`src/sv/lcg48_pkg.sv`:
```
// lcg48_pkg: shared constants, payload structs and controller/datapath
// command and status types for the 48-bit LCG generator.
// No dependencies.
`timescale 1ns / 1ps
`default_nettype none

package lcg48_pkg;

    localparam int unsigned STATE_W   = 48;
    localparam int unsigned HALF_W    = STATE_W / 2;
    localparam int unsigned DIV_STEPS = 31;
    localparam int unsigned CNT_W     = $clog2(DIV_STEPS);

    localparam logic [STATE_W-1:0] LCG_MULT = 48'h0005_DEEC_E66D;
    localparam logic [STATE_W-1:0] LCG_INC  = 48'h0000_0000_000B;

    // request kinds
    localparam logic [1:0] REQ_RAW     = 2'd0;
    localparam logic [1:0] REQ_BOUNDED = 2'd1;
    localparam logic [1:0] REQ_LONG    = 2'd2;
    localparam logic [1:0] REQ_DOUBLE  = 2'd3;

    // partial product selects for the shared 24x24 multiplier
    localparam logic [1:0] MUL_LO_LO = 2'd0;
    localparam logic [1:0] MUL_HI_LO = 2'd1;
    localparam logic [1:0] MUL_LO_HI = 2'd2;

    typedef struct packed {
        logic [1:0]         req_type;
        logic [5:0]         bit_count;
        logic signed [31:0] bound;
    } t_req;

    typedef struct packed {
        logic signed [63:0] value;
        logic               bad_bound;
    } t_rsp;

    typedef struct packed {
        logic       load_req;
        logic       mul_en;
        logic [1:0] mul_step;
        logic       draw;
        logic       second;
        logic       div_step;
        logic       take_rem;
        logic       set_bad;
        logic       out_load;
    } t_cmd;

    typedef struct packed {
        logic [1:0] kind;
        logic       bad_bnd;
        logic       pow2;
        logic       retry;
    } t_sts;

endpackage

`default_nettype wire

```
`src/sv/lcg48_ctrl.sv`:
```
// lcg48_ctrl: request sequencer. Steps the multiplier, draws, the modulo
// loop and the response word hand-off. Depends on lcg48_pkg.
`timescale 1ns / 1ps
`default_nettype none

module lcg48_ctrl (
    input  wire logic            i_clk,
    input  wire logic            i_rst_n,
    input  wire logic            i_req_valid,
    output logic                 o_req_ready,
    output logic                 o_rsp_valid,
    input  wire logic            i_rsp_ready,
    input  wire lcg48_pkg::t_sts i_sts,
    output lcg48_pkg::t_cmd      o_cmd
);

    typedef enum logic [3:0] {
        S_IDLE, S_DECODE, S_MUL0, S_MUL1, S_MUL2, S_DRAW, S_DIV, S_TEST, S_FIN
    } t_state;

    t_state                         r_state, n_state;
    logic [lcg48_pkg::CNT_W-1:0]    r_cnt, n_cnt;
    logic                           r_second, n_second;
    logic                           r_rsp_valid, n_rsp_valid;

    assign o_req_ready = (r_state == S_IDLE);
    assign o_rsp_valid = r_rsp_valid;

    always_comb begin
        n_state     = r_state;
        n_cnt       = r_cnt;
        n_second    = r_second;
        n_rsp_valid = r_rsp_valid && !i_rsp_ready;
        o_cmd       = '0;
        o_cmd.second = r_second;

        unique case (r_state)
            S_IDLE: begin
                if (i_req_valid) begin
                    o_cmd.load_req = 1'b1;
                    n_state        = S_DECODE;
                end
            end
            S_DECODE: begin
                n_second = 1'b0;
                if (i_sts.kind == lcg48_pkg::REQ_BOUNDED && i_sts.bad_bnd) begin
                    o_cmd.set_bad = 1'b1;
                    n_state       = S_FIN;
                end else begin
                    n_state = S_MUL0;
                end
            end
            S_MUL0: begin
                o_cmd.mul_en   = 1'b1;
                o_cmd.mul_step = lcg48_pkg::MUL_LO_LO;
                n_state        = S_MUL1;
            end
            S_MUL1: begin
                o_cmd.mul_en   = 1'b1;
                o_cmd.mul_step = lcg48_pkg::MUL_HI_LO;
                n_state        = S_MUL2;
            end
            S_MUL2: begin
                o_cmd.mul_en   = 1'b1;
                o_cmd.mul_step = lcg48_pkg::MUL_LO_HI;
                n_state        = S_DRAW;
            end
            S_DRAW: begin
                o_cmd.draw = 1'b1;
                unique case (i_sts.kind)
                    lcg48_pkg::REQ_RAW: n_state = S_FIN;
                    lcg48_pkg::REQ_BOUNDED: begin
                        n_cnt   = '0;
                        n_state = i_sts.pow2 ? S_FIN : S_DIV;
                    end
                    default: begin
                        // long and mantissa take a second draw
                        if (!r_second) begin
                            n_second = 1'b1;
                            n_state  = S_MUL0;
                        end else begin
                            n_state  = S_FIN;
                        end
                    end
                endcase
            end
            S_DIV: begin
                o_cmd.div_step = 1'b1;
                n_cnt          = r_cnt + 1'b1;
                if (r_cnt == lcg48_pkg::CNT_W'(lcg48_pkg::DIV_STEPS - 1)) begin
                    n_state = S_TEST;
                end
            end
            S_TEST: begin
                if (i_sts.retry) begin
                    n_state = S_MUL0;
                end else begin
                    o_cmd.take_rem = 1'b1;
                    n_state        = S_FIN;
                end
            end
            S_FIN: begin
                // hold until the output register is free
                if (!r_rsp_valid || i_rsp_ready) begin
                    o_cmd.out_load = 1'b1;
                    n_rsp_valid    = 1'b1;
                    n_state        = S_IDLE;
                end
            end
            default: n_state = S_IDLE;
        endcase
    end

    always_ff @(posedge i_clk) begin
        if (!i_rst_n) begin
            r_state     <= S_IDLE;
            r_cnt       <= '0;
            r_second    <= 1'b0;
            r_rsp_valid <= 1'b0;
        end else begin
            r_state     <= n_state;
            r_cnt       <= n_cnt;
            r_second    <= n_second;
            r_rsp_valid <= n_rsp_valid;
        end
    end

endmodule

`default_nettype wire

```
`src/sv/lcg48_dp.sv`:
```
// lcg48_dp: generator state, shared 24x24 multiplier, draw extraction,
// restoring modulo unit and the response register. Depends on lcg48_pkg.
`timescale 1ns / 1ps
`default_nettype none

module lcg48_dp (
    input  wire logic                         i_clk,
    input  wire logic                         i_rst_n,
    input  wire logic                         i_cfg_valid,
    input  wire logic [lcg48_pkg::STATE_W-1:0] i_cfg_data,
    input  wire lcg48_pkg::t_req              i_req,
    input  wire lcg48_pkg::t_cmd              i_cmd,
    output lcg48_pkg::t_sts                   o_sts,
    output lcg48_pkg::t_rsp                   o_rsp
);

    localparam int unsigned SW = lcg48_pkg::STATE_W;
    localparam int unsigned HW = lcg48_pkg::HALF_W;

    logic [SW-1:0]      r_lcg;
    logic [SW-1:0]      r_acc;
    lcg48_pkg::t_req    r_req;
    logic [31:0]        r_hi;
    logic [30:0]        r_dvd;
    logic [30:0]        r_r;
    logic [30:0]        r_rem;
    logic [63:0]        r_val;
    logic               r_bad;
    lcg48_pkg::t_rsp    r_rsp;

    logic [HW-1:0]      mul_a, mul_b;
    logic [SW-1:0]      mul_p;
    logic [31:0]        bnd;
    logic [5:0]         nsat;
    logic [SW-1:0]      raw_sh;
    logic [31:0]        raw_bits;
    logic [62:0]        pow_p;
    logic [31:0]        lo32;
    logic [31:0]        rem_sh;
    logic               rem_ge;
    logic [31:0]        rej_sum;

    assign bnd = r_req.bound;

    // shared partial-product multiplier
    always_comb begin
        mul_a = (i_cmd.mul_step == lcg48_pkg::MUL_HI_LO) ? r_lcg[SW-1:HW] : r_lcg[HW-1:0];
        mul_b = (i_cmd.mul_step == lcg48_pkg::MUL_LO_HI) ? lcg48_pkg::LCG_MULT[SW-1:HW]
                                                         : lcg48_pkg::LCG_MULT[HW-1:0];
        mul_p = {{HW{1'b0}}, mul_a} * {{HW{1'b0}}, mul_b};
    end

    // draw extraction from the freshly advanced state
    always_comb begin
        nsat     = (r_req.bit_count > 6'd32) ? 6'd32 : r_req.bit_count;
        raw_sh   = r_lcg >> (6'd48 - nsat);
        raw_bits = raw_sh[31:0];
        pow_p    = {31'd0, bnd} * {32'd0, r_lcg[47:17]};
        lo32     = r_lcg[47:16];
        rem_sh   = {r_rem, r_dvd[30]};
        rem_ge   = (rem_sh >= bnd);
        rej_sum  = {1'b0, r_r} - {1'b0, r_rem} + bnd - 32'd1;
    end

    always_comb begin
        o_sts.kind    = r_req.req_type;
        o_sts.bad_bnd = (bnd == 32'd0) || bnd[31];
        o_sts.pow2    = ((bnd & (bnd - 32'd1)) == 32'd0);
        o_sts.retry   = rej_sum[31];
    end

    assign o_rsp = r_rsp;

    always_ff @(posedge i_clk) begin
        if (!i_rst_n) begin
            r_lcg <= lcg48_pkg::LCG_MULT;
        end else if (i_cfg_valid) begin
            r_lcg <= i_cfg_data ^ lcg48_pkg::LCG_MULT;
        end else if (i_cmd.mul_en && i_cmd.mul_step == lcg48_pkg::MUL_LO_HI) begin
            r_lcg <= {r_acc[SW-1:HW] + mul_p[HW-1:0], r_acc[HW-1:0]};
        end
    end

    always_ff @(posedge i_clk) begin
        if (i_cmd.mul_en) begin
            case (i_cmd.mul_step)
                lcg48_pkg::MUL_LO_LO: r_acc <= mul_p + lcg48_pkg::LCG_INC;
                lcg48_pkg::MUL_HI_LO: r_acc[SW-1:HW] <= r_acc[SW-1:HW] + mul_p[HW-1:0];
                default: ;
            endcase
        end

        if (i_cmd.load_req) begin
            r_req <= i_req;
            r_bad <= 1'b0;
        end

        if (i_cmd.set_bad) begin
            r_val <= '0;
            r_bad <= 1'b1;
        end

        if (i_cmd.draw) begin
            case (r_req.req_type)
                lcg48_pkg::REQ_RAW: r_val <= {{32{raw_bits[31]}}, raw_bits};
                lcg48_pkg::REQ_BOUNDED: begin
                    if (o_sts.pow2) begin
                        r_val <= {{32{pow_p[62]}}, pow_p[62:31]};
                    end else begin
                        r_dvd <= r_lcg[47:17];
                        r_r   <= r_lcg[47:17];
                        r_rem <= '0;
                    end
                end
                lcg48_pkg::REQ_LONG: begin
                    if (!i_cmd.second) begin
                        r_hi <= lo32;
                    end else begin
                        r_val <= {r_hi, 32'd0} + {{32{lo32[31]}}, lo32};
                    end
                end
                default: begin
                    if (!i_cmd.second) begin
                        r_hi <= {6'd0, r_lcg[47:22]};
                    end else begin
                        r_val <= {11'd0, r_hi[25:0], r_lcg[47:21]};
                    end
                end
            endcase
        end

        // one remainder bit per cycle
        if (i_cmd.div_step) begin
            r_rem <= rem_ge ? 31'(rem_sh - bnd) : rem_sh[30:0];
            r_dvd <= {r_dvd[29:0], 1'b0};
        end

        if (i_cmd.take_rem) begin
            r_val <= {33'd0, r_rem};
        end

        if (i_cmd.out_load) begin
            r_rsp.value     <= r_val;
            r_rsp.bad_bound <= r_bad;
        end
    end

endmodule

`default_nettype wire

```
`src/sv/lcg48_random_generator.sv`:
```
// lcg48_random_generator: top level of the 48-bit LCG generator.
// Instantiates lcg48_ctrl and lcg48_dp; depends on lcg48_pkg.
//
// channel | signals                          | word
// --------+----------------------------------+-----------------------------
// cfg     | i_cfg_valid/o_cfg_ready          | i_cfg_data, 48-bit seed
// req     | i_req_valid/o_req_ready          | i_req  (lcg48_pkg::t_req)
// rsp     | o_rsp_valid/i_rsp_ready          | o_rsp  (lcg48_pkg::t_rsp)
//
// One request at a time. Each state advance runs the lo*lo, hi*lo and lo*hi
// partial products on the shared 24x24 multiplier. Raw bits and power-of-two
// bounds take one draw, long or mantissa two, a bad bound none; other bounds
// add a 31-step modulo and a sign test, and a rejected draw starts over.
// A finished word waits in the output register while the next request runs.
// Reset sets the state to the scrambled zero seed; nothing to clear.
`timescale 1ns / 1ps
`default_nettype none

module lcg48_random_generator (
    input  wire logic                          i_clk,
    input  wire logic                          i_rst_n,
    input  wire logic                          i_cfg_valid,
    output logic                               o_cfg_ready,
    input  wire logic [lcg48_pkg::STATE_W-1:0] i_cfg_data,
    input  wire logic                          i_req_valid,
    output logic                               o_req_ready,
    input  wire lcg48_pkg::t_req               i_req,
    output logic                               o_rsp_valid,
    input  wire logic                          i_rsp_ready,
    output lcg48_pkg::t_rsp                    o_rsp
);

    lcg48_pkg::t_cmd cmd;
    lcg48_pkg::t_sts sts;

    assign o_cfg_ready = 1'b1;

    lcg48_ctrl u_ctrl (
        .i_clk       (i_clk),
        .i_rst_n     (i_rst_n),
        .i_req_valid (i_req_valid),
        .o_req_ready (o_req_ready),
        .o_rsp_valid (o_rsp_valid),
        .i_rsp_ready (i_rsp_ready),
        .i_sts       (sts),
        .o_cmd       (cmd)
    );

    lcg48_dp u_dp (
        .i_clk       (i_clk),
        .i_rst_n     (i_rst_n),
        .i_cfg_valid (i_cfg_valid),
        .i_cfg_data  (i_cfg_data),
        .i_req       (i_req),
        .i_cmd       (cmd),
        .o_sts       (sts),
        .o_rsp       (o_rsp)
    );

    a_bad_zero: assert property (@(posedge i_clk) disable iff (!i_rst_n)
        (o_rsp_valid && o_rsp.bad_bound) |-> (o_rsp.value == 64'sd0))
        else $error("bad bound word carries a nonzero value");

    a_one_at_a_time: assert property (@(posedge i_clk) disable iff (!i_rst_n)
        (i_req_valid && o_req_ready) |=> !o_req_ready)
        else $error("request taken while another is in flight");

    a_mul_div_excl: assert property (@(posedge i_clk) disable iff (!i_rst_n)
        !(cmd.mul_en && cmd.div_step))
        else $error("multiplier and modulo step active together");

    a_load_idle: assert property (@(posedge i_clk) disable iff (!i_rst_n)
        cmd.out_load |=> o_rsp_valid)
        else $error("output load did not raise response valid");

endmodule

`default_nettype wire
```
`config.mk`:
```
export PLATFORM = sky130hd
export DESIGN_NAME = lcg48_random_generator
export DESIGN_NICKNAME = d
export VERILOG_FILES = /design/src/sv/lcg48_pkg.sv /design/src/sv/lcg48_ctrl.sv /design/src/sv/lcg48_dp.sv /design/src/sv/lcg48_random_generator.sv
export SDC_FILE = /design/constraint.sdc
export NUM_CORES = 2
export LEC_CHECK = 0
export BUFFER_PORTS_ARGS = -buffer_cell sky130_fd_sc_hd__buf_2
export CAP_MARGIN = 40
export CORE_ASPECT_RATIO = 0.75
export CORE_MARGIN = 2
export CORE_UTILIZATION = 30
export CTS_BUF_LIST = sky130_fd_sc_hd__clkbuf_4
export CTS_CLUSTER_DIAMETER = 120
export DETAILED_ROUTE_END_ITERATION = 16
export PLACE_DENSITY_LB_ADDON = 0.25
export SLEW_MARGIN = 25
export SYNTH_ARGS = -nofsm -noshare
export SYNTH_HDL_FRONTEND = slang
export SYNTH_SLANG_ARGS = --single-unit
```
`constraint.sdc`:
```
create_clock -name i_clk -period 18.5 [get_ports i_clk]
set_clock_uncertainty 0.05 [all_clocks]
set_input_delay 3.7 -clock i_clk [delete_from_list [all_inputs] [get_ports i_clk]]
set_output_delay 3.7 -clock i_clk [all_outputs]
set_load 0.01 [all_outputs]
```
==> Flow_metrics.wiki <==
{| class="wikitable"
! Metric !! Value
|-
| Starting Density || 30.2%
|-
| Largest net degree at the start of global routing || 77
|-
| Die area || 247000 um^2
|-
| Worst slew margin relative to its limit || 39.6%
|-
| Worst slew pin tran || 900 ps
|-
| Post-detailed-placement half-perimeter wirelength || 212000 um
|-
| Number of global-route vias before repair || 60700
|-
| Final setup TNS || 0 ps
|-
| Worst Path Max Fanout || 46
|-
| DRC errors left || 0
|-
| CP arrival || 11130 ps
|-
| Net count, final || 10100
|-
| Max incr delay on CP || 620 ps
|-
| Category of the most critical setup path || reg -> reg
|-
| Quantity of hold-fixing buffers added after cts || 0
|-
| Synthesized netlist cell count || 8174
|-
| Antenna violations before repair || 19
|-
| Total of max-cap violations || 0
|-
| Fin util || 32.8%
|-
| RSZ-0062 raised after global routing || no
|-
| Via density per instance || 5.10
|-
| Minimum period implied by the final worst setup slack || 10360 ps
|-
| TritonCTS Buffers || 121
|-
| Top_reg_cell synth || edfxtp_1
|-
| Met3 WL || 23500 um
|-
| CTS resizes || 0
|-
| Area inside the core boundary || 241000 um^2
|-
| Count of buffers from port buffering || 159
|-
| Yosys Warn Count || 0
|-
| Proportion of layout cells with a drive suffix above 1 || 8.11%
|-
| First-pass GRT wire length || 413000 um
|-
| Clock latency of the later-clocked register in the worst-skew pair || 1170 ps
|-
| GRT Resource Usage Total || 22.4%
|-
| Global placer's final weighted congestion || 0.949
|-
| Status || finished, final reports clean
|-
| Avg Cell Area, Syn || 8.91 um^2
|-
| Req. time, crit path || 19270 ps
|-
| Hold WC Path Type || reg -> reg
|-
| Endpoint kind of the worst setup timing path || flop
|-
| Maximum frequency from static timing analysis || 96.5 MHz
|-
| Rows || 156
|-
| Clock transition at the registers of the reported paths || 70 ps
|-
| Total number of H-tree levels || 3
|-
| DRC violation total after the first TritonRoute iteration || 5442
|-
| Die width || 573 um
|-
| Count of TritonRoute iterations in the first routing pass || 6
|-
| Max layer used || met5
|-
| Number of vias in the routed layout || 58800
|-
| Critical path startpoint category || flop
|-
| Crit path buf inv count || 6
|-
| Gate family responsible for the most delay along the worst path || adder cells
|-
| Total grt overflow || 0
|-
| Share of the clock period used by the worst path after layout || 56.0%
|-
| Count of unique library cells instantiated by Yosys || 113
|-
| Count of endpoints failing setup in the final report || 0
|-
| Cell Area, Synth || 72900 um^2
|-
| Clock Root Buffer || clkbuf_4
|-
| Share of async-settable or async-resettable flops after synthesis || 0%
|-
| Routed wire length || 277000 um
|-
| Routed length on met2 || 117000 um
|-
| Die Ht || 431 um
|-
| TritonCTS sink count || 402
|-
| Number of hold violations in the final report || 0
|-
| Maximum clock insertion buffer count || 3
|-
| Slowest cell on the critical path || dfxtp_1
|-
| Synth-to-layout area growth || 8.57%
|-
| Post-CTS Repair Setup Buffers || 0
|-
| Top-level port count || 161
|-
| Post-route antenna net violation count || 0
|-
| Routed metal-1 wire length || 128000 um
|-
| Number of pins exceeding their max-slew limit in the final report || 0
|-
| Number of synthesized flops with an enable pin || 277
|-
| Most used cell along the critical path || fa_1
|-
| #FFs+latches synth || 402
|-
| Drt wl/cell || 24.0 um
|-
| CTS tree || built
|-
| Register area share after synthesis || 14.9%
|}
cell families after synthesis:
logic type	count (synthesis)	synth area share [%]
and+or+nand+nor	2264	13.8
buffers and inverters	2149	11.2
other	2	0.0103
adders and majority gates	1860	44.7
muxes	210	3.15
xor gates and xnor gates	186	2.27
AOI/OAI and AO/OA	1101	10.1
DFF	402	14.9
per-stage QoR:
step           hold WS (ps)  cells  cell area (um^2)  setup WS (ps)
3_3_place_gp            367  11300             77100           8380
2_1_floorplan           350   8175             72900           9580
6_report                350  11500             79100           8140
5_1_grt                 368  11500             79100           7470
4_1_cts                 299  11500             79000           8240
3_5_place_dp            376  11300             77300           8270
layer usage:
layer | global-route usage [%] | up-vias
met5 | 0 | -
met3 | 4.24 | 398
met4 | 6.06 | 4
met2 | 33.6 | 2541
li1 | - | 25900
met1 | 32.8 | 30000
placed cells by master (no fill, tap or decap), drive strengths merged, types with 99 or more instances in the layout:
cell type,instances
inv,1704
nand2,1341
fa,1235
ha,622
a21oi,326
buf,311
nor2,304
edfxtp,277
o21ai,212
and2,197
clkbuf,168
mux2i,165
xnor2,134
dfxtp,125
a21o,99
area by class of cell:
class | count | area (um^2)
Fill cell | 25400 | 162000
Multi-Input combinational cell | 5624 | 54000
Sequential cell | 402 | 10900
Inverter | 1704 | 6400
Tap cell | 3239 | 4050
Timing Repair Buffer | 312 | 2090
Clock buffer | 167 | 1250
Clock inverter | 63 | 398
Antenna cell | 11 | 27.5
worst register-to-register path, delay by kind of cell, from the launching register on:
family / cells / cell delay [ps]
DFF: 1 / 620
and+or+nand+nor: 11 / 3350
buffers and inverters: 6 / 930
AOI/OAI and AO/OA: 3 / 740
xor gates and xnor gates: 1 / 290
adders and majority gates: 8 / 3620
muxes: 2 / 490
final timing paths:
check	cells past startpoint	slack (ps)	endpoint	from
setup reg to reg	31	8140	u_dp.r_acc[35]	u_ctrl.r_state[1]
hold reg to reg	1	350	u_dp.r_dvd[20]	u_dp.r_dvd[19]
hold / removal	1	350	u_dp.r_dvd[20]	u_dp.r_dvd[19]
setup / recovery	31	8140	u_dp.r_acc[35]	u_ctrl.r_state[1]
registers in the layout (all words and copies together) (netlist names):
name	count
u_dp.r_dvd	31
u_dp.r_bad	1
u_ctrl.r_second	1
u_ctrl.o_rsp_valid	1
u_dp.r_hi	32
u_dp.o_sts	2
u_dp.r_req	6
u_dp.r_lcg	48
u_dp.bnd	32
u_dp.r_rem	31
u_dp.r_acc	48
u_dp.r_val	64
u_ctrl.r_state	4
u_dp.r_r	31
u_ctrl.r_cnt	5
u_dp.o_rsp	65
cells in the mapped netlist (125+ instances only):
library cell  count  area share [%]
and2_1          197             1.7
ha_1            622              11
inv_1          1701             8.8
fa_1           1235              34
edfxtp_1        277              11
xnor2_1         131             1.6
mux2i_1         164             2.3
clkbuf_1        369             1.9
nand2_1        1341             6.9
dfxtp_1         125             3.4
nor2_1          302             1.6
o21ai_0         203             1.4
a21oi_1         323             2.2
Power is not shown: default switching activity piles up to over one toggle a cycle in this logic, so the estimate is an artifact.
